--- config.mk ---
export PLATFORM = sky130hd
export DESIGN_NAME = gmm_cell
export DESIGN_NICKNAME = d
export VERILOG_FILES = /design/src/hdl/gmm_pkg.sv /design/src/hdl/gmm_cell.sv
export SDC_FILE = /design/constraint.sdc
export NUM_CORES = 1
export LEC_CHECK = 0
export BUFFER_PORTS_ARGS = -buffer_cell sky130_fd_sc_hd__buf_2
export CAP_MARGIN = 0
export CORE_UTILIZATION = 43
export CTS_CLUSTER_SIZE = 14
export DETAILED_ROUTE_END_ITERATION = 10
export GPL_TIMING_DRIVEN = 0
export PLACE_DENSITY = 0.74
export SLEW_MARGIN = 5
export SYNTH_ARGS = -nofsm -noshare
export SYNTH_HDL_FRONTEND = slang
export SYNTH_SLANG_ARGS = --single-unit
--- constraint.sdc ---
create_clock -name clk -period 3 [get_ports clk]
set_input_delay 0.6 -clock clk [delete_from_list [all_inputs] [get_ports clk]]
set_output_delay 0.6 -clock clk [all_outputs]
set_load 0.1 [all_outputs]
--- src/hdl/gmm_pkg.sv ---
// Shared types, constants and helper functions of the grayscale min/max window filter.
`default_nettype none

package gmm_pkg;

  localparam int MAX_WIDTH   = 1024;
  localparam int MAX_HEIGHT  = 4096;
  localparam int MAX_RADIUS  = 3;

  localparam int NUM_BANKS   = 2 * MAX_RADIUS;
  localparam int WIN_DEPTH   = 2 * MAX_RADIUS + 1;
  localparam int RES_MAX     = MAX_RADIUS + 1;

  localparam int COL_W       = $clog2(MAX_WIDTH);
  localparam int ROW_W       = $clog2(MAX_HEIGHT);
  localparam int Y_W         = $clog2(MAX_HEIGHT + MAX_RADIUS);
  localparam int RAD_W       = $clog2(MAX_RADIUS + 1);
  localparam int BANK_W      = $clog2(NUM_BANKS + 1);
  localparam int WIN_W       = $clog2(WIN_DEPTH);

  localparam int RADIUS_REG_W = 2;
  localparam int WIDTH_REG_W  = 11;
  localparam int HEIGHT_REG_W = 13;
  localparam int CFG_DATA_W   = 13;

  localparam int RESET_RADIUS = 1;
  localparam int RESET_WIDTH  = 640;
  localparam int RESET_HEIGHT = 480;

  localparam int QUEUE_DEPTH = 8;
  localparam int QPTR_W      = $clog2(QUEUE_DEPTH);
  localparam int QCNT_W      = $clog2(QUEUE_DEPTH + 1);

  localparam logic [7:0] PAD_FOR_MAX = 8'd0;
  localparam logic [7:0] PAD_FOR_MIN = 8'd255;

  typedef enum logic [1:0] {
    REG_FILTER_MODE   = 2'd0,
    REG_KERNEL_RADIUS = 2'd1,
    REG_IMAGE_WIDTH   = 2'd2,
    REG_IMAGE_HEIGHT  = 2'd3
  } cfg_idx_t;

  typedef struct packed {
    logic [7:0] pixel;
    logic       flush;
  } pix_t;

  typedef struct packed {
    logic [7:0] filtered;
    logic       row_end;
    logic       frame_end;
    logic       run_last;
  } res_t;

  typedef struct packed {
    logic             emit;
    logic [RAD_W-1:0] kstart;
    logic             last_col;
    logic             last_row;
  } item_meta_t;

  typedef struct packed {
    logic [RES_MAX-1:0][7:0] vals;
    logic [RAD_W-1:0]        kstart;
    logic                    last_col;
    logic                    last_row;
  } bundle_t;

  typedef struct packed {
    logic shift;
    logic clear;
    logic mode;
  } cell_ctl_t;

  function automatic logic [7:0] pad_of(input logic mode);
    return mode ? PAD_FOR_MIN : PAD_FOR_MAX;
  endfunction

  function automatic logic [7:0] pick_ext(input logic mode, input logic [7:0] a,
                                          input logic [7:0] b);
    if (mode) begin
      return (a < b) ? a : b;
    end
    return (a > b) ? a : b;
  endfunction

endpackage

`default_nettype wire

--- src/hdl/gmm_cell.sv ---
// One window cell: holds a column extreme and extends the running extreme of its neighbors.
`default_nettype none

module gmm_cell
  import gmm_pkg::*;
(
  input  logic       clk,
  input  cell_ctl_t  ctl,
  input  logic [7:0] shift_in,
  input  logic [7:0] pre_in,
  output logic [7:0] val,
  output logic [7:0] pre_out
);

  always_ff @(posedge clk) begin
    if (ctl.shift) begin
      val <= ctl.clear ? pad_of(ctl.mode) : shift_in;
    end
  end

  assign pre_out = pick_ext(ctl.mode, pre_in, val);

endmodule

`default_nettype wire

Yosys cells after proc, flatten, opt, wreduce, memory -nomap -nowiden
Cells that the tools add are included.
{"block": "totals", "regBits": 8, "out_inout_bits": 16, "wordCells": 10}
{"block": "classes", "magnitude_cmp": 2, "n_mux": 7}
{"op": "8-bit 2-to-1 mux", "n": 6}
{"op": "8-bit > comparator", "n": 1}
{"op": "8-bit < comparator", "n": 1}
{"op": "1-bit 2-to-1 mux", "n": 1}

Depth between registers and ports, before layout
Gate-level depths: netlist of run 1.
{"block": "depth", "ltp_word": 4, "mapped_depth": 8}

Worst setup path before layout of run 1
Ideal clock, no wire load.
{"block": "synth_timing", "kind": "register to output", "from": "register val[7]", "to": "output pre_out[0]", "arrival_ns": 2.609, "setup_slack_ns": -0.209, "path_stages_with_launch": 9, "cell_sequence": "edfxtp_1 -> inv_1 -> ha_1 -> nand2_1 -> o21a_1 -> and2_0 -> a211o_1 -> buf_6 -> mux2_4"}
{"block": "synth_between", "elab_chain_cells": 4, "word_cells_on_any_way": 6, "classes_between": "order compare: 2; mux: 4"}
{"element": "start, declared", "line_no": "gmm_cell.sv:11", "rtl": "output logic [7:0] val,"}
{"element": "start signal, assigned", "line_no": "gmm_cell.sv:17", "rtl": "val <= ctl.clear ? pad_of(ctl.mode) : shift_in;"}
{"element": "8-bit < comparator", "line_no": "gmm_pkg.sv:83", "rtl": "return (a < b) ? a : b;"}
{"element": "8-bit 2-to-1 mux", "line_no": "gmm_pkg.sv:83"}
{"element": "8-bit 2-to-1 mux", "line_no": "gmm_pkg.sv:82", "rtl": "if (mode) begin"}
{"element": "8-bit 2-to-1 mux *", "line_no": "gmm_pkg.sv:85", "rtl": "return (a > b) ? a : b;"}
{"element": "end, declared", "line_no": "gmm_cell.sv:12", "rtl": "output logic [7:0] pre_out"}
Every way passes the cells marked *; elsewhere a longest branch is shown, timed or not. The select of a mux whose other input is x is not followed.

Worst setup path in the final report of run 1
{"block": "layout_timing", "from": "input pre_in[6]", "to": "output pre_out[2]"}
{"block": "layout_between", "elab_chain_cells": 4, "word_cells_on_any_way": 6, "classes_between": "order compare: 2; mux: 4"}
{"element": "start, declared", "line_no": "gmm_cell.sv:10", "rtl": "input logic [7:0] pre_in,"}
{"element": "8-bit < comparator", "line_no": "gmm_pkg.sv:83"}
{"element": "8-bit 2-to-1 mux", "line_no": "gmm_pkg.sv:83"}
{"element": "8-bit 2-to-1 mux", "line_no": "gmm_pkg.sv:82"}
{"element": "8-bit 2-to-1 mux *", "line_no": "gmm_pkg.sv:85"}
Marks and branches as above.

==> results of run 1 <==
[synth_stat cells]
cell type  instances  area, µm²
mux2_4             8        120
nor2_1             1       3.75
inv_1             16       60.1
nand4_1            2       12.5
buf_6              1       11.3
nand2_1            2       7.51
ha_1               8        100
o211ai_1           1       7.51
nand2b_1           1       6.26
o21a_1             1       7.51
nor2b_1            1       6.26
a211o_1            1       8.76
edfxtp_1           8        240
a21o_1             1       7.51
a21oi_1            3       15.0
o21ai_0            8       40.0
a211oi_1           1       7.51
nor3_1             1       5.00
and2_0             1       6.26
[stage by stage]
stage                     std cells  worst slack [ps]  hold slack, ps
after floorplan                  66              -188             712
after global placement          116             -28.3             935
after detailed placement        116             -55.5             939
after CTS                       119              21.3             677
after global routing            120              1.16             677
final                           120              67.2             679
[cells by family (layout without fill, tap and decap cells)]
group                    after synthesis  after routing
buffers and inverters                 17             56
adder cells (fa/ha/maj)                8              8
flip-flops                             8              8
multiplexers                           8              8
AO/OA/AOI/OAI                         16             16
AND/OR/NAND/NOR                        9              9
[timing repair]
action                     in CTS  in global routing
resized for setup               8                 15
gates cloned                    0                  0
setup endpoints to repair       8                  8
setup buffers                   0                  1
pin swaps                       0                  1
[power groups by stage]
stage / clock (mW) / sequential, mW / combinational [mW]
final: 0.0793 / 0.144 / 0.381
after global routing: 0.0884 / 0.146 / 0.397
after CTS: 0.0813 / 0.144 / 0.353
after detailed placement: 0 / 0.146 / 0.341
after global placement: 0 / 0.145 / 0.338
after floorplan: 0 / 0.218 / 0.219
[worst max-delay path: cells and delay by family]
family | cells | cell delay [ps]
multiplexers | 1 | 310
adder cells (fa/ha/maj) | 1 | 280
AO/OA/AOI/OAI | 2 | 360
AND/OR/NAND/NOR | 2 | 320
buffers and inverters | 3 | 450
[path summary, 6_finish.rpt]
check | start | endpoint | slack, ps | depth (start not counted)
worst min-delay path | shift_in[3] | val[3]$_DFFE_PP_ | 680 | 3
worst max-delay path | pre_in[6] | pre_out[2] | 70 | 9
[layer usage]
| metal | routed length (µm) | global-route usage | share of wire | up-vias |
|---|---|---|---|---|
| met4 | 24 | 0.0968 | 0.019 | 0 |
| met2 | 656 | 0.281 | 0.53 | 27 |
| met3 | 54 | 0.0174 | 0.043 | 3 |
| li1 | - | - | - | 310 |
| met5 | 0 | 0 | 0 | - |
| met1 | 511 | 0.168 | 0.41 | 256 |
[layout make-up]
type	instances	area (µm²)	area share
Multi-Input combinational cell	41	394	0.396
Timing Repair Buffer	36	249	0.250
Sequential cell	8	240	0.241
Inverter	16	60.1	0.0603
Clock buffer	3	22.5	0.0226
Tap cell	15	18.8	0.0188
Buffer	1	11.3	0.0113
==> summary.txt, run 1 <==
STA
  • RSZ-0062 raised after global routing: no
  • Setup_tns: 0 ps
  • Tcrit/Tclk final: 0.978
  • Max Clk Rate: 341 MHz
  • Relative slew slack: 0.677
  • Worst Tran Pin Value: 488 ps
  • Final hold viol count: 0
  • Period minus WS final: 2930 ps
  • # setup viols final: 0
  • Final Max Tran Viols: 0

Die
  • Core area: 1380 µm²
  • Initial core utilization: 0.487
  • DIE WIDTH: 41.6 µm
  • Site Rows: 13
  • Die height: 41.6 µm
  • # IOs: 36
  • Die ar.: 1730 µm²

Drt
  • Post-DR wirelength/cell: 10.4 µm
  • Vias per std cell: 4.97
  • Vias post-DR: 596
  • Final ANT Viol Nets: 0
  • Initial drt markers: 2
  • First-pass iteration count of the detailed router: 2
  • # DRC: 0
  • Final wirelength: 1250 µm

Power and ir drop
  • Sw frac: 0.509
  • Clock share of power: 0.131
  • Leak pwr: 0.523 nW
  • Final Power: 604 µW
  • Max IR drop VDD: 0.375 mV
  • Pwr dens: 607 nW/µm²
  • Seq pwr share: 0.238
  • NetSw: 308 µW
  • Combinational fraction of design power: 0.630
  • Cell internal pwr: 297 µW

Clock tree
  • Clock Tree Root: clkbuf_4
  • CTS HTree Levels: 1
  • CTS tree: yes
  • Clock transition at path regs: 50 ps
  • Number of buffers created by CTS: 3
  • Post-CTS Hold Buffers: 0
  • TritonCTS Sinks: 8
  • Max clock buf depth: 2

Global route
  • Largest net degree at the start of global routing: 10
  • Vias in the first global route: 522
  • Global-route wire length before repair: 2080 µm
  • Total gr overflow: 0
  • Initial antenna violation count: 0
  • Aggregate global-route resource usage: 0.155

Synthesis
  • Sequential area share after synthesis: 0.357
  • Synthesized flop and latch total: 8
  • Post-Synthesis Cells: 66
  • Syn_nets: 94
  • Post-synthesis cell area: 673 µm²
  • Synth Area per Inst: 10.2 µm²
  • Synth cell types: 19
  • Post-Synth XOR/XNOR Area: 0
  • Mux cell area share after synthesis: 0.178
  • Synth Area in Adders: 0.149
  • Largest family of logic cells by synthesized area: multiplexers
  • Syn. warnings: 0
  • Compound-Gate Fraction of Synth Area: 0.139
  • Simple-gate share of the synthesized area: 0.0706

Worst setup path
  • Most common cell on crit path: buf_6
  • CP arrival: 2330 ps
  • Crit start category: input port
  • Critical path capture point type: primary output
  • Crit-path max cell delay: 310 ps
  • Slowest CP cell: mux2_4
  • Crit-path cells: buf_2 > ha_1 > nand4_1 > nand2b_4 > a211oi_1 > a211o_1 > buf_6 > mux2_4 > buf_6
  • CP max FO: 8
  • Critical setup path kind: in2out
  • Critical path required time: 2400 ps

Final layout
  • Largest regs: val: 8 flops
  • Antenna diodes: 0
  • Fin area: 996 µm²
  • Fillers: 110
  • Commonest non-fill, non-tap cell in the layout: buf_2
  • Post-Route Utilization: 0.720
  • Commonest non-fill, non-tap cells in the layout: buf_2, inv_1, mux2_4, o21ai_0, edfxtp_1
  • Layout area overhead: 48.0%
  • Layout Nets: 135
  • Max FFs per register: 8
  • Top reg by flops: val
  • Share of layout cells above drive strength 1: 0.505

Status
  • Outcome: finished, final reports clean

Placed design
  • Placed Area: 880 µm²
  • PortBufs: 35
  • GP Congestion: 0.664
  • Detailed placer's ending HPWL: 1010 µm

Worst hold path
  • Worst min path class: in2reg

Run
  • MaxCap Viol Count: 0
Note: power is estimated with default switching activity, not from simulation.
==> run 2: changes to the inputs <==
--- a/config.mk
+++ b/config.mk
@@ -7,6 +7,7 @@
 export LEC_CHECK = 0
 export BUFFER_PORTS_ARGS = -buffer_cell sky130_fd_sc_hd__buf_2
 export CAP_MARGIN = 0
+export CORE_MARGIN = 8
 export CORE_UTILIZATION = 43
 export CTS_CLUSTER_SIZE = 14
 export DETAILED_ROUTE_END_ITERATION = 10
==> summary.txt, run 2 (same netlist as run 1, synthesis figures left out) <==
Final layout
  • Antenna diodes: 0 (unchanged)
  • Largest regs: val: 8 flops
  • Top reg by flops: val
  • Layout Nets: 137 (+1.5%)
  • Share of layout cells above drive strength 1: 0.542 (+0.0373)
  • Post-Route Utilization: 0.697 (-0.0237)
  • Fin area: 1040 µm² (+4.1%)
  • Fillers: 116 (+5.5%)
  • Layout area overhead: 54.1%
  • Commonest non-fill, non-tap cell in the layout: buf_2
  • Commonest non-fill, non-tap cells in the layout: buf_2, inv_1, mux2_4, o21ai_0, edfxtp_1
  • Max FFs per register: 8 (unchanged)

Worst setup path
  • CP max FO: 8 (unchanged)
  • Crit start category: input port
  • Critical path capture point type: primary output
  • CP arrival: 2340 ps (about the same)
  • Critical path required time: 2400 ps (about the same)
  • Critical setup path kind: in2out

Drt
  • First-pass iteration count of the detailed router: 2 (unchanged)
  • Initial drt markers: 1 (-1)
  • Final ANT Viol Nets: 0 (unchanged)
  • Vias post-DR: 619 (+3.9%)
  • Vias per std cell: 5.03 (+1.3%)
  • Final wirelength: 1610 µm (+29%)
  • # DRC: 0 (unchanged)
  • Post-DR wirelength/cell: 13.1 µm (+26%)

Status
  • Outcome: finished, final reports clean

Power and ir drop
  • Cell internal pwr: 305 µW (+2.7%)
  • Sw frac: 0.507 (-0.00205)
  • Final Power: 618 µW (+2.3%)
  • Leak pwr: 0.542 nW (+3.5%)
  • NetSw: 313 µW (+1.8%)
  • Combinational fraction of design power: 0.640 (+0.010)
  • Max IR drop VDD: 0.339 mV (-9.6%)
  • Pwr dens: 596 nW/µm² (-1.8%)
  • Clock share of power: 0.126 (-0.005)
  • Seq pwr share: 0.234 (-0.004)

Clock tree
  • Post-CTS Hold Buffers: 0 (unchanged)
  • Number of buffers created by CTS: 3 (unchanged)
  • Max clock buf depth: 2 (unchanged)
  • TritonCTS Sinks: 8 (unchanged)
  • CTS HTree Levels: 1 (unchanged)
  • Clock transition at path regs: 50 ps (about the same)
  • CTS tree: yes
  • Clock Tree Root: clkbuf_4

STA
  • Worst Tran Pin Value: 490 ps (+1.95 ps)
  • Final Max Tran Viols: 0 (unchanged)
  • Final hold viol count: 0 (unchanged)
  • Period minus WS final: 2940 ps (+9.97 ps)
  • RSZ-0062 raised after global routing: yes
  • Worst hold slack: 681 ps (+2.01 ps)
  • Final WS setup: 57.3 ps (-9.97 ps)
  • Relative slew slack: 0.676 (-0.00129)
  • Max Clk Rate: 340 MHz (-0.34%)
  • # setup viols final: 0 (unchanged)
  • Tcrit/Tclk final: 0.981 (+0.00332)

Die
  • Core area: 1490 µm² (+7.7%)
  • Initial core utilization: 0.452 (-0.0348)
  • Die height: 55.6 µm (+34%)
  • Die ar.: 3090 µm² (+79%)
  • DIE WIDTH: 55.6 µm (+34%)
  • # IOs: 36 (unchanged)
  • Site Rows: 14 (+1)

Global route
  • Aggregate global-route resource usage: 0.0988 (-0.0560)
  • Global-route wire length before repair: 2620 µm (+26%)
  • Vias in the first global route: 635 (+22%)
  • Initial antenna violation count: 0 (unchanged)
  • Largest net degree at the start of global routing: 10 (unchanged)
  • Total gr overflow: 0 (unchanged)

Placed design
  • PortBufs: 35 (unchanged)
  • Placed Area: 881 µm² (+0.14%)
  • GP Congestion: 0.698 (+5.0%)
  • Detailed placer's ending HPWL: 1310 µm (+30%)
  • Pre-CTS setup slack: -51.5 ps (+3.99 ps)

Worst hold path
  • Hold depth: 3 (unchanged)
  • Endpoint, Worst Hold: val[4]$_DFFE_PP_
  • Worst min path class: in2reg
  • Hold Startpoint: shift_in[4]

Run
  • MaxCap Viol Count: 0 (unchanged)
run 2: changes by cell type in the layout (fill, tap and decap cells not counted), sizes merged:
cell / delta
buf: +2
run 2: routing by layer:
metal  vias to the layer above  wire [µm]  GRT usage
li1                        314          -          -
met4                         0         12     0.0528
met2                        25        848      0.170
met3                         2        137     0.0342
met5                         -          0          0
met1                       278        612      0.102
run 2: worst max-delay path, cell delays in order:
cell and delay, ps:
buf_2 100, ha_1 290, nand4_1 160, buf_4 180
nor2_2 70, nor3_1 50, a211o_1 240, buf_6 160
mux2_4 300, buf_6 180
run 2: area by class of cell:
type / count / area [µm²] / share of cell area
flip-flops and latches: 8 / 240 / 0.232
inverters: 16 / 60.1 / 0.0579
clock buffers: 3 / 22.5 / 0.0217
plain buffers: 1 / 11.3 / 0.0109
multi-input cells: 41 / 409 / 0.394
repair buffers: 38 / 274 / 0.264
well taps: 16 / 20.0 / 0.0193
run 2: timing repair:
action	in CTS	in global routing
pin swaps	0	7
setup buffers	0	3
resized for setup	8	21
setup endpoints to repair	8	8
run 2: power by group through the flow:
stage | Combinational [mW] | Clock (mW) | Sequential [mW]
final | 0.396 | 0.0778 | 0.144
after detailed placement | 0.344 | 0 | 0.147
after global routing | 0.413 | 0.0860 | 0.146
after global placement | 0.339 | 0 | 0.146
after floorplan | 0.219 | 0 | 0.218
after CTS | 0.356 | 0.0817 | 0.145
run 2: worst max path at each step:
stage / start / cells past startpoint / to
6_report: pre_in[6] / 10 / pre_out[1]
5_1_grt: val[6]$_DFFE_PP_ / 10 / pre_out[1]
4_1_cts: pre_in[5] / 9 / pre_out[6]
3_5_place_dp: pre_in[5] / 9 / pre_out[7]
3_3_place_gp: pre_in[5] / 9 / pre_out[2]
2_1_floorplan: val[1]$_DFFE_PP_ / 8 / pre_out[0]
run 2: stage by stage:
step                      TNS (ps)  std cells
after floorplan              -1500         66
after global placement        -216        117
after detailed placement      -396        117
after CTS                        0        120
after global routing          -136        123
final                            0        123
