### config.mk
export PLATFORM = sky130hd
export DESIGN_NAME = gmm_out_queue
export DESIGN_NICKNAME = d
export VERILOG_FILES = /design/src/hdl/gmm_pkg.sv /design/src/hdl/gmm_out_queue.sv
export SDC_FILE = /design/constraint.sdc
export NUM_CORES = 1
export LEC_CHECK = 0
export ABC_AREA = 1
export BUFFER_PORTS_ARGS = -buffer_cell sky130_fd_sc_hd__buf_4
export CORE_ASPECT_RATIO = 1.1
export CORE_MARGIN = 2
export CORE_UTILIZATION = 35
export CTS_BUF_LIST = sky130_fd_sc_hd__clkbuf_2 sky130_fd_sc_hd__clkbuf_4 sky130_fd_sc_hd__clkbuf_8
export DETAILED_ROUTE_END_ITERATION = 10
export HOLD_SLACK_MARGIN = 0.12
export SETUP_SLACK_MARGIN = 0.1
export SLEW_MARGIN = 20
export SYNTH_ARGS = -nofsm -noshare
export SYNTH_HDL_FRONTEND = slang
export SYNTH_SLANG_ARGS = --single-unit
### constraint.sdc
create_clock -name clk -period 4.82 [get_ports clk]
set_input_delay 0.482 -clock clk [delete_from_list [all_inputs] [get_ports clk]]
set_output_delay 0.482 -clock clk [all_outputs]
set_load 0.01 [all_outputs]
### src/hdl/gmm_pkg.sv
// Shared types, constants and helper functions of the grayscale min/max window filter.
`default_nettype none

package gmm_pkg;

  localparam int MAX_WIDTH   = 1024;
  localparam int MAX_HEIGHT  = 4096;
  localparam int MAX_RADIUS  = 3;

  localparam int NUM_BANKS   = 2 * MAX_RADIUS;
  localparam int WIN_DEPTH   = 2 * MAX_RADIUS + 1;
  localparam int RES_MAX     = MAX_RADIUS + 1;

  localparam int COL_W       = $clog2(MAX_WIDTH);
  localparam int ROW_W       = $clog2(MAX_HEIGHT);
  localparam int Y_W         = $clog2(MAX_HEIGHT + MAX_RADIUS);
  localparam int RAD_W       = $clog2(MAX_RADIUS + 1);
  localparam int BANK_W      = $clog2(NUM_BANKS + 1);
  localparam int WIN_W       = $clog2(WIN_DEPTH);

  localparam int RADIUS_REG_W = 2;
  localparam int WIDTH_REG_W  = 11;
  localparam int HEIGHT_REG_W = 13;
  localparam int CFG_DATA_W   = 13;

  localparam int RESET_RADIUS = 1;
  localparam int RESET_WIDTH  = 640;
  localparam int RESET_HEIGHT = 480;

  localparam int QUEUE_DEPTH = 8;
  localparam int QPTR_W      = $clog2(QUEUE_DEPTH);
  localparam int QCNT_W      = $clog2(QUEUE_DEPTH + 1);

  localparam logic [7:0] PAD_FOR_MAX = 8'd0;
  localparam logic [7:0] PAD_FOR_MIN = 8'd255;

  typedef enum logic [1:0] {
    REG_FILTER_MODE   = 2'd0,
    REG_KERNEL_RADIUS = 2'd1,
    REG_IMAGE_WIDTH   = 2'd2,
    REG_IMAGE_HEIGHT  = 2'd3
  } cfg_idx_t;

  typedef struct packed {
    logic [7:0] pixel;
    logic       flush;
  } pix_t;

  typedef struct packed {
    logic [7:0] filtered;
    logic       row_end;
    logic       frame_end;
    logic       run_last;
  } res_t;

  typedef struct packed {
    logic             emit;
    logic [RAD_W-1:0] kstart;
    logic             last_col;
    logic             last_row;
  } item_meta_t;

  typedef struct packed {
    logic [RES_MAX-1:0][7:0] vals;
    logic [RAD_W-1:0]        kstart;
    logic                    last_col;
    logic                    last_row;
  } bundle_t;

  typedef struct packed {
    logic shift;
    logic clear;
    logic mode;
  } cell_ctl_t;

  function automatic logic [7:0] pad_of(input logic mode);
    return mode ? PAD_FOR_MIN : PAD_FOR_MAX;
  endfunction

  function automatic logic [7:0] pick_ext(input logic mode, input logic [7:0] a,
                                          input logic [7:0] b);
    if (mode) begin
      return (a < b) ? a : b;
    end
    return (a > b) ? a : b;
  endfunction

endpackage

`default_nettype wire

### src/hdl/gmm_out_queue.sv
// Result queue: buffers per-pixel result bundles and sends them out one word at a time.
`default_nettype none

module gmm_out_queue
  import gmm_pkg::*;
(
  input  logic              clk,
  input  logic              rst,
  input  logic              push,
  input  bundle_t           push_data,
  output logic [QCNT_W-1:0] count,
  output logic              res_valid,
  input  logic              res_ready,
  output res_t              res
);

  bundle_t            q_mem [QUEUE_DEPTH];
  logic [QPTR_W-1:0]  wptr;
  logic [QPTR_W-1:0]  rptr;
  logic [RAD_W-1:0]   sub;
  bundle_t            head;
  logic [RAD_W-1:0]   k;
  logic               last;
  logic               load;
  logic               pop;
  logic               row_end;

  assign head    = q_mem[rptr];
  assign k       = head.kstart - sub;
  assign last    = !head.last_col || (k == '0);
  assign row_end = head.last_col && (k == '0);
  assign load    = (count != '0) && (!res_valid || res_ready);
  assign pop     = load && last;

  always_ff @(posedge clk) begin
    if (push) begin
      q_mem[wptr] <= push_data;
    end
  end

  always_ff @(posedge clk) begin
    if (rst) begin
      wptr      <= '0;
      rptr      <= '0;
      count     <= '0;
      sub       <= '0;
      res_valid <= 1'b0;
    end else begin
      if (push) begin
        wptr <= wptr + 1'b1;
      end
      if (pop) begin
        rptr <= rptr + 1'b1;
        sub  <= '0;
      end else if (load) begin
        sub <= sub + 1'b1;
      end
      count <= count + QCNT_W'(push) - QCNT_W'(pop);
      if (load) begin
        res_valid <= 1'b1;
      end else if (res_ready) begin
        res_valid <= 1'b0;
      end
    end
  end

  always_ff @(posedge clk) begin
    if (load) begin
      res.filtered  <= head.vals[k];
      res.row_end   <= row_end;
      res.frame_end <= row_end && head.last_row;
      res.run_last  <= last;
    end
  end

endmodule

`default_nettype wire

# Word level (Yosys, flattened, before mapping)
# Memory sizes are Yosys's and may differ from the RTL's. A register that Yosys moved wholly into a read port is not among the register bits.
# Index checks and enable logic that the tools add are counted.
# Widths: inputs -> output; s select.
[op_classes]
add_sub_neg = 6
multipliers = 0
n_div = 0
order_cmp = 1
n_eq_ne = 0
n_shift = 0
mux = 8
bitwise_logic = 0
n_reduce_logical = 12
[ops]
columns = ["cell", "count"]
rows = [
  ["$bmux 8 s2", 1],
  ["$mux 8", 1],
  ["$add 3x1->3 const B", 2],
  ["$mux 3", 2],
  ["$add 4x1->4", 1],
  ["$logic_and 1x1->1", 4],
  ["$mux 1", 4],
  ["$reduce_bool 4->1", 1],
  ["$sub 4x1->4", 1],
  ["$lt 2x3->1 const B", 1],
  ["$add 2x1->2 const B", 1],
  ["$logic_not 1->1", 2],
  ["$logic_not 2->1", 1],
  ["$logic_or 1x1->1", 2],
  ["$reduce_bool 2->1", 1],
  ["$reduce_or 2->1", 1],
  ["$sub 2x2->2", 1],
]
[totals]
regBits = 24
latch_bits = 0
ramBits = 288
romBits = 0
out_inout_bits = 16
memories = 1
[memory_table]
columns = ["name", "depth", "word_bits", "rd", "rd_ports_with_merged_regs", "write_ports", "line_no", "rtl"]
rows = [
  ["q_mem", 8, 36, 1, 1, 1, "gmm_out_queue.sv:17", "bundle_t q_mem [QUEUE_DEPTH];"],
]

# Logic depth before layout (Yosys ltp)
# Gate-level depths: netlist of run 1.
[logic_depth]
depth_word = 6
depth_mapped = 21
mapped_depth_nobuf = 18

# Worst setup path after synthesis of run 1
# OpenSTA, ideal clock, no wires.
[synth_timing]
path_type = "register to register"
from = "register (tool-made name)"
to = "register count[2]"
setup_ps = 114
arrival_time_ps = 3067
required_ps = 4706
slack_ps = 1639
path_stages_with_launch = 20
path_buffers = 4
path_cell_list = "dfxtp_1 > buf_6 > buf_2 > buf_2 > o21ai_0 > o221ai_1 > o21ai_0 > ha_1 > clkbuf_1 > nand3_1 > nand2_2 > nand2_1 > inv_1 > ha_1 > inv_1 > ha_1 > inv_1 > fa_1 > xor2_1 > nor2_1"
[synth_rtl]
columns = ["item", "line_no", "rtl"]
rows = [
  ["end signal: assignment", "gmm_out_queue.sv:58", "count <= count + QCNT_W'(push) - QCNT_W'(pop);"],
  ["end: declaration", "gmm_out_queue.sv:11", "output logic [QCNT_W-1:0] count,"],
]

==> results of run 1 <==
-- report_power, final --
group / internal (uW) / switching, uW / total (uW)
Combinational: 638 / 1290 / 1930
Clock: 1150 / 981 / 2130
Sequential: 3190 / 131 / 3330
Total: 4990 / 2410 / 7390
-- kinds of logic after synthesis --
group | synth area share, %
AOI/OAI and AO/OA | 11.1
adders and majority gates | 0.964
and+or+nand+nor | 9.90
xor gates and xnor gates | 0.211
buffers and inverters | 3.21
DFF | 74.6
-- flip-flops by register name, summed over array words and instances (netlist names), named ones only --
name / flops
rptr: 3
res_valid: 1
res: 11
count: 4
q_mem: 288
wptr: 3
sub: 2
-- layer usage --
layer,routed length (um),share of wire (%),vias up,global-route usage [%]
met4,647,2.2,0,5.06
met3,1400,4.8,47,2.92
met1,12200,42,3849,19.7
met5,0,0,-,0
li1,-,-,3656,-
met2,14800,51,190,27.1
-- critical path, stage by stage (launching register included) --
cell and delay (ps):
dfxtp_2 650, buf_4 640, o21ai_0 180, o22ai_1 180, nand2_1 70, nand2_1 120, nand2_2 130, nand2_1 110
inv_1 50, ha_1 260, inv_1 60, ha_1 130, inv_1 60, fa_1 390, xor2_1 170, nor2_1 50
-- repair_timing --
action | CTS | global route
hold buffers | 7 | 0
endpoints found under the setup margin | 0 | 0
hold endpoints to repair | 47 | 0
-- worst paths after layout --
check                startpoint      endpoint  slack (ps)  depth (start not counted)
hold / removal    push_data[30]  q_mem[5][30]         160                          1
setup reg to reg       register      count[2]        1420                         15
setup / recovery       register      count[2]        1420                         15
hold reg to reg         wptr[0]       wptr[0]         500                          2
-- cell type report --
class	count	area, um^2
inverter	31	121
fill	3265	20800
sequential	315	9310
multi-input combinational	554	2820
timing repair buffer	79	611
clock inverter	16	68.8
clock buffer	74	875
tap	444	556
-- metrics by stage --
stage	hold WS (ps)	worst slack (ps)
floorplan	463	1640
global placement	485	1490
detailed placement	500	1450
CTS	120	1430
global route	126	1150
finish	157	1420
-- cell usage in the layout, fill, tap and decap left out, types with 14 or more instances in the layout --
cell	instances
buf_4	72
clkbuf_4	23
clkbuf_8	51
edfxtp_1	299
inv_1	28
nand2_1	83
nand3_1	32
nor2_1	168
o211ai_1	14
o21ai_0	133
o21ai_1	22
o221ai_1	27
o22ai_1	29
==> impl_metrics.ini, run 1 <==
[clock_network]
post_cts_buffers = 0
cts_buffers = 48
clock-sinks = 315
post_cts_resized = 0
root_buffer = clkbuf_8
cts_buffer_depth = 3
path_clk_slew_ps = 60
clk_latency_ps = 560
htree_levels = 2
cts_tree = yes

[floorplanning]
die_w_um = 184
initial_core_util_pct = 35.5
io_pins = 56
die_h_um = 202
core_area_um2 = 35100
row_count = 72
dieArea_um2 = 37100

[detailed_routing]
via_per_inst = 5.12
first_pass_iters = 5
antenna_left = 0
drt_wl_total_um = 29000
num_vias = 7742
drt_iter0_markers = 703
post_drt_wl_per_cell_um = 19.2
drc = 0

[flow_run]
maxCapViolCount = 0

[power_and_ir_drop]
p_per_area_nw_per_um2 = 515
report.power.total_uw = 7390
peakVddDrop_mv = 0.178
power_leakage_uw = 0.00490

[sta]
hold_violations = 0
final_max_slew_viol_count = 0
min_period_ps = 3400
tightest_slew_ps = 1080
final-setup-viol-count = 0
final.period_utilization_pct = 70.5
rsz0062_at_grt = no
fmax_ghz = 0.294
slew_headroom_pct = 27.6
skew_ps = 22.7
fin_tns_setup_ps = 0

[min_path]
hold_class = in -> reg

[global_routing]
grt_pass1_wl_um = 44300
grt_max_degree = 75
antenna_found_initial = 0
grtUsageTotal_pct = 15.6
grt_pass1_vias = 7663
grt_overflow = 0

[logic_synthesis]
yosysMostFrequentCell = edfxtp_1
seq_area_frac_synth_pct = 74.6
ys_types = 36
ys_warn_count = 0
synth_area_um2 = 12500
yosys_register_bits = 315
synth_top_flop_cell = edfxtp_1
yosys-top-cells-area = edfxtp_1 (72%), o21ai_0 (5.3%), nor2_1 (5.3%)
synth_cells = 957
synth_common_cells = edfxtp_1 (299), nor2_1 (176), o21ai_0 (133), nand2_1 (83), buf_2 (33)
yosysTopAreaCell = edfxtp_1
async_reset_ff_share_pct = 0
synth_edf_count = 299
synth_nets = 1006
synth.top_cell.area_share_pct = 72.1
synth_area_per_cell_um2 = 13.0

[place]
io_buffers = 55
placedCellCount = 1416
place_area_um2 = 13300
place_hpwl_um = 16200
gp_congestion = 0.756

[final_layout]
final_core_util_pct = 40.9
final_cell_area_um2 = 14400
finalNonFillerCells = 1513
fin_nets = 1078
area_delta_synth_final_pct = 15.2
n_antenna_cell = 0
drive_gt1_share_pct = 16.2

[critical_path]
crit_fanout = 61
cp.arrival_ps = 3840
startpoint_type = register
critPathKind = reg -> reg
end_kind = register
required_ps = 5270

[run_status]
status = finished clean
Power figures use the tool's default switching activity.
==> run 2: changes to the inputs <==
==> constraint.sdc (replaced) <==
create_clock -name clk -period 3.2 [get_ports clk]
set_input_delay 0.32 -clock clk [delete_from_list [all_inputs] [get_ports clk]]
set_output_delay 0.32 -clock clk [all_outputs]
set_load 0.01 [all_outputs]
==> run 2 against run 1 <==
  * Non-clock buffer count increased by 39
  * Final cell count grew 2.5%
  * Flip-flop and latch count is the same
  * Hold slack better by 330 ps
  * Critical path depth grew 1
  * Global-route usage decreased by 0.15 points
  * Clock power increased by 54%
  * Core utilization up 1.2 points
  * First-iteration DRC count rose by 9.0%
  * Register-to-register slack got worse by 1000 ps
  * Setup slack worse by 1000 ps
  * Largest cell class unchanged
==> impl_metrics.ini, run 2 (synthesis gave the netlist of run 1 again) <==
[critical_path]
reg2reg_depth = 16
critPathKind = reg -> reg
startpoint_type = register
required_ps = 3660
end_kind = register
cp.arrival_ps = 3270
crit_fanout = 13
r2r_slack_ps = 390
r2r_end = count[2]

[clock_network]
htree_levels = 2
clock-sinks = 315
cts_buffer_depth = 3
root_buffer = clkbuf_8
path_clk_slew_ps = 60
cts_buffers = 48
clk_latency_ps = 570
cts_tree = yes

[place]
gp_congestion = 0.741
io_buffers = 55
placedCellCount = 1422
place_area_um2 = 13400
place_hpwl_um = 15400
place_ws_ps = 340

[final_layout]
final-seq-area_um2 = 9310
finalNonFillerCells = 1551
final_cell_area_um2 = 14800
largest_reg_flops = 288
drive_gt1_share_pct = 16.2
fin_nets = 1117
multi_input_area_um2 = 2820
n_fill_cell = 3230
final_common_cell = edfxtp_1
top_register = q_mem
layout_common_cells = edfxtp_1 (299), nor2_1 (168), o21ai_0 (133), nand2_1 (83), buf_4 (76)
n_antenna_cell = 0
reg_top3 = q_mem (288), res (11), count (4)
area_delta_synth_final_pct = 18.5

[min_path]
worstHoldPathCells = 3
hold_end = count[1]
holdCritStartpoint = rst
hold_class = in -> reg

[sta]
tightest_slew_ps = 1040
hold_violations = 0
min_period_ps = 2810
slew_headroom_pct = 31.0
final-setup-viol-count = 0
final.period_utilization_pct = 87.8
final_max_slew_viol_count = 0
skew_ps = 23.8
rsz0062_at_grt = no
setup_slack_ps = 390
fin_tns_setup_ps = 0
fmax_ghz = 0.356

[global_routing]
grt_max_degree = 101
grtUsageTotal_pct = 15.5
grt_pass1_vias = 7707
grt_pass1_wl_um = 43900
antenna_found_initial = 0
grt_overflow = 0

[detailed_routing]
via_per_inst = 5.10
num_vias = 7907
drc = 0
antenna_left = 0
drt_iter0_markers = 766
first_pass_iters = 5
drt_wl_total_um = 28700
post_drt_wl_per_cell_um = 18.5

[floorplanning]
dieArea_um2 = 37100
core_area_um2 = 35100
initial_core_util_pct = 35.5
die_h_um = 202
die_w_um = 184
row_count = 72
io_pins = 56

[flow_run]
maxCapViolCount = 0

[power_and_ir_drop]
peakVddDrop_mv = 0.460
power_leakage_uw = 0.00508
p_per_area_nw_per_um2 = 768

[run_status]
status = finished clean
run 2: timing repair:
| item | 4_1_cts | 5_1_grt |
|---|---|---|
| setup buffers | 0 | 1 |
| endpoints found under the hold margin | 295 | 0 |
| hold buffers | 39 | 0 |
| setup endpoints to repair | 0 | 2 |
| gates resized for setup | 0 | 1 |
run 2: area by class of cell:
cell class              instances  share of cell area [%]
clock buffers                  66                    5.43
clock inverters                23                    1.07
inverters                      31                   0.822
multi-input cells             554                    19.1
flip-flops and latches        315                    63.0
well taps                     444                    3.76
repair buffers                118                    6.77
run 2: metrics by stage:
| step | hold WS (ps) | total power [uW] | util, % |
|---|---|---|---|
| 3_5_place_dp | 490 | 8090 | 38.1 |
| 5_1_grt | 465 | 12000 | 42.0 |
| 4_1_cts | 448 | 11400 | 42.0 |
| 2_1_floorplan | 387 | 7060 | - |
| 3_3_place_gp | 484 | 8040 | 38.1 |
| 6_report | 484 | 11300 | 42.0 |
run 2: how the worst max path moves through the flow:
stage               cells past startpoint  startpoint  endpoint
global placement                       18    register  count[2]
detailed placement                     18    register  count[2]
finish                                 16    register  count[2]
global route                           16    register  count[2]
CTS                                    18    register  count[2]
floorplan                              19    register  count[2]
run 2: per-layer routing:
layer	global-route usage, %	share of wire [%]
met3	2.31	5.1
met5	0	0
met1	20.2	43
met2	26.5	49
met4	4.97	2.1
run 2: critical path: stages (launching register included):
cell and delay [ps]:
dfxtp_4 460, inv_6 70, o21ai_0 170, o22ai_1 80, o21ai_0 170, ha_1 270, nand3_1 100, nand2_2 120
nand2_1 110, inv_1 50, ha_1 260, inv_1 60, ha_1 130, inv_1 60, fa_1 370, xor2_1 180
nor2_1 50
run 2: power by group:
part	switching, uW	internal, uW
clock network	1500	1790
registers	135	4810
logic	2040	1050
==> run 3: changes to the inputs <==
--- a/config.mk
+++ b/config.mk
@@ -13,6 +13,7 @@
 export CTS_BUF_LIST = sky130_fd_sc_hd__clkbuf_2 sky130_fd_sc_hd__clkbuf_4 sky130_fd_sc_hd__clkbuf_8
 export DETAILED_ROUTE_END_ITERATION = 10
 export HOLD_SLACK_MARGIN = 0.12
+export RECOVER_POWER = 50
 export SETUP_SLACK_MARGIN = 0.1
 export SLEW_MARGIN = 20
 export SYNTH_ARGS = -nofsm -noshare
==> run 3 against run 2 <==
  * Wire length up 0.28%
  * First-iteration DRC count shrank 2.5%
  * Final cell count did not move
  * Largest cell class unchanged
  * Non-clock buffer count stayed put
  * Final area down 1.3%
  * Setup slack got worse by 17 ps
  * Hold slack better by 31 ps
  * Combinational power is 3% lower
  * Critical endpoint unchanged
  * Sequential share of layout area increased by 0.83 points
  * Global-route usage is the same
  * Critical path depth stayed put
==> impl_metrics.ini, run 3 (synthesis gave the netlist of run 1 again) <==
[sta]
final_max_slew_viol_count = 0
min_period_ps = 2830
slew_headroom_pct = 25.2
fmax_ghz = 0.354
hold_violations = 0
rsz0062_at_grt = no
final.period_utilization_pct = 88.3
whs_ps = 516
skew_ps = 24.8
tightest_slew_ps = 1120
final-setup-viol-count = 0
fin_tns_setup_ps = 0

[final_layout]
fin_nets = 1117
final_core_util_pct = 41.5
drive_gt1_share_pct = 11.5
top_register = q_mem
n_antenna_cell = 0
reg_top3 = q_mem (288), res (11), count (4)
layout_common_cells = edfxtp_1 (299), nor2_1 (168), o21ai_0 (133), nand2_1 (83), clkbuf_1 (51)
largest_reg_flops = 288
final_common_cell = edfxtp_1
area_delta_synth_final_pct = 16.9

[power_and_ir_drop]
power_leakage_uw = 0.00489
peakVddDrop_mv = 0.459
p_per_area_nw_per_um2 = 772

[detailed_routing]
drt_wl_total_um = 28800
drt_iter0_markers = 747
drc = 0
via_per_inst = 5.12
num_vias = 7947
post_drt_wl_per_cell_um = 18.6
first_pass_iters = 5
antenna_left = 0

[floorplanning]
row_count = 72
io_pins = 56
core_area_um2 = 35100
die_w_um = 184
initial_core_util_pct = 35.5
die_h_um = 202
dieArea_um2 = 37100

[critical_path]
cp.arrival_ps = 3290
r2r_slack_ps = 370
crit_fanout = 13
end_kind = register
startpoint_type = register
critPathKind = reg -> reg
required_ps = 3660

[global_routing]
grt_pass1_vias = 7707
grt_pass1_wl_um = 43900
antenna_found_initial = 0
grt_overflow = 0
grtUsageTotal_pct = 15.5
grt_max_degree = 101

[min_path]
holdCritStartpoint = wptr[0]
hold_class = reg -> reg

[clock_network]
cts_buffers = 48
root_buffer = clkbuf_8
cts_tree = yes
path_clk_slew_ps = 60
clock-sinks = 315
htree_levels = 2
cts_buffer_depth = 3
clk_latency_ps = 570

[place]
gp_congestion = 0.741
io_buffers = 55
place_hpwl_um = 15400

[flow_run]
maxCapViolCount = 0

[run_status]
status = finished clean
[run 3: per-layer routing]
metal	part of all wire [%]	vias up	GRT usage (%)	routed length, um
met5	0	-	0	0
met4	2.0	0	4.97	585
met3	5.7	44	2.31	1650
met2	49	246	26.5	14200
met1	43	3903	20.2	12400
li1	-	3754	-	-
[run 3: repair_timing]
| item | 4_1_cts | 5_1_grt |
|---|---|---|
| setup buffers | 0 | 1 |
| hold buffers | 39 | 0 |
| setup endpoints to repair | 0 | 2 |
| resized for setup | 0 | 1 |
| endpoints found under the hold margin | 295 | 0 |
[run 3: final cells by class]
cell class                      instances  area, um^2
Clock inverter                         23         158
Inverter                               31         121
Tap cell                              444         556
Fill cell                            3259       20600
Sequential cell                       315        9310
Timing Repair Buffer                  118         808
Clock buffer                           66         802
Multi-Input combinational cell        554        2820
[run 3: final timing paths]
check	depth (start not counted)	end
setup / recovery	16	count[2]
hold / removal	2	wptr[0]
setup reg to reg	16	count[2]
hold reg to reg	2	wptr[0]
[run 3: worst max-delay path, cell delays in order (launching register included)]
cell,delay [ps]
dfxtp_4,450
inv_6,70
o21ai_0,180
o22ai_1,90
o21ai_0,170
ha_1,270
nand3_1,100
nand2_2,120
nand2_1,110
inv_1,50
ha_1,260
inv_1,60
ha_1,130
inv_1,60
fa_1,370
xor2_1,180
nor2_1,50
[run 3: power by group]
part | internal (uW) | switching (uW)
clock network | 1790 | 1510
registers | 4810 | 133
logic | 965 | 2040
[run 3: per-stage QoR]
step           power [uW]  cells  area [um^2]  setup WS [ps]
2_1_floorplan        7060    957        12500            133
3_3_place_gp         8040   1422        13400            404
3_5_place_dp         8090   1422        13400            340
4_1_cts             11400   1550        14800            326
5_1_grt             11900   1551        14600            150
6_report            11300   1551        14600            373
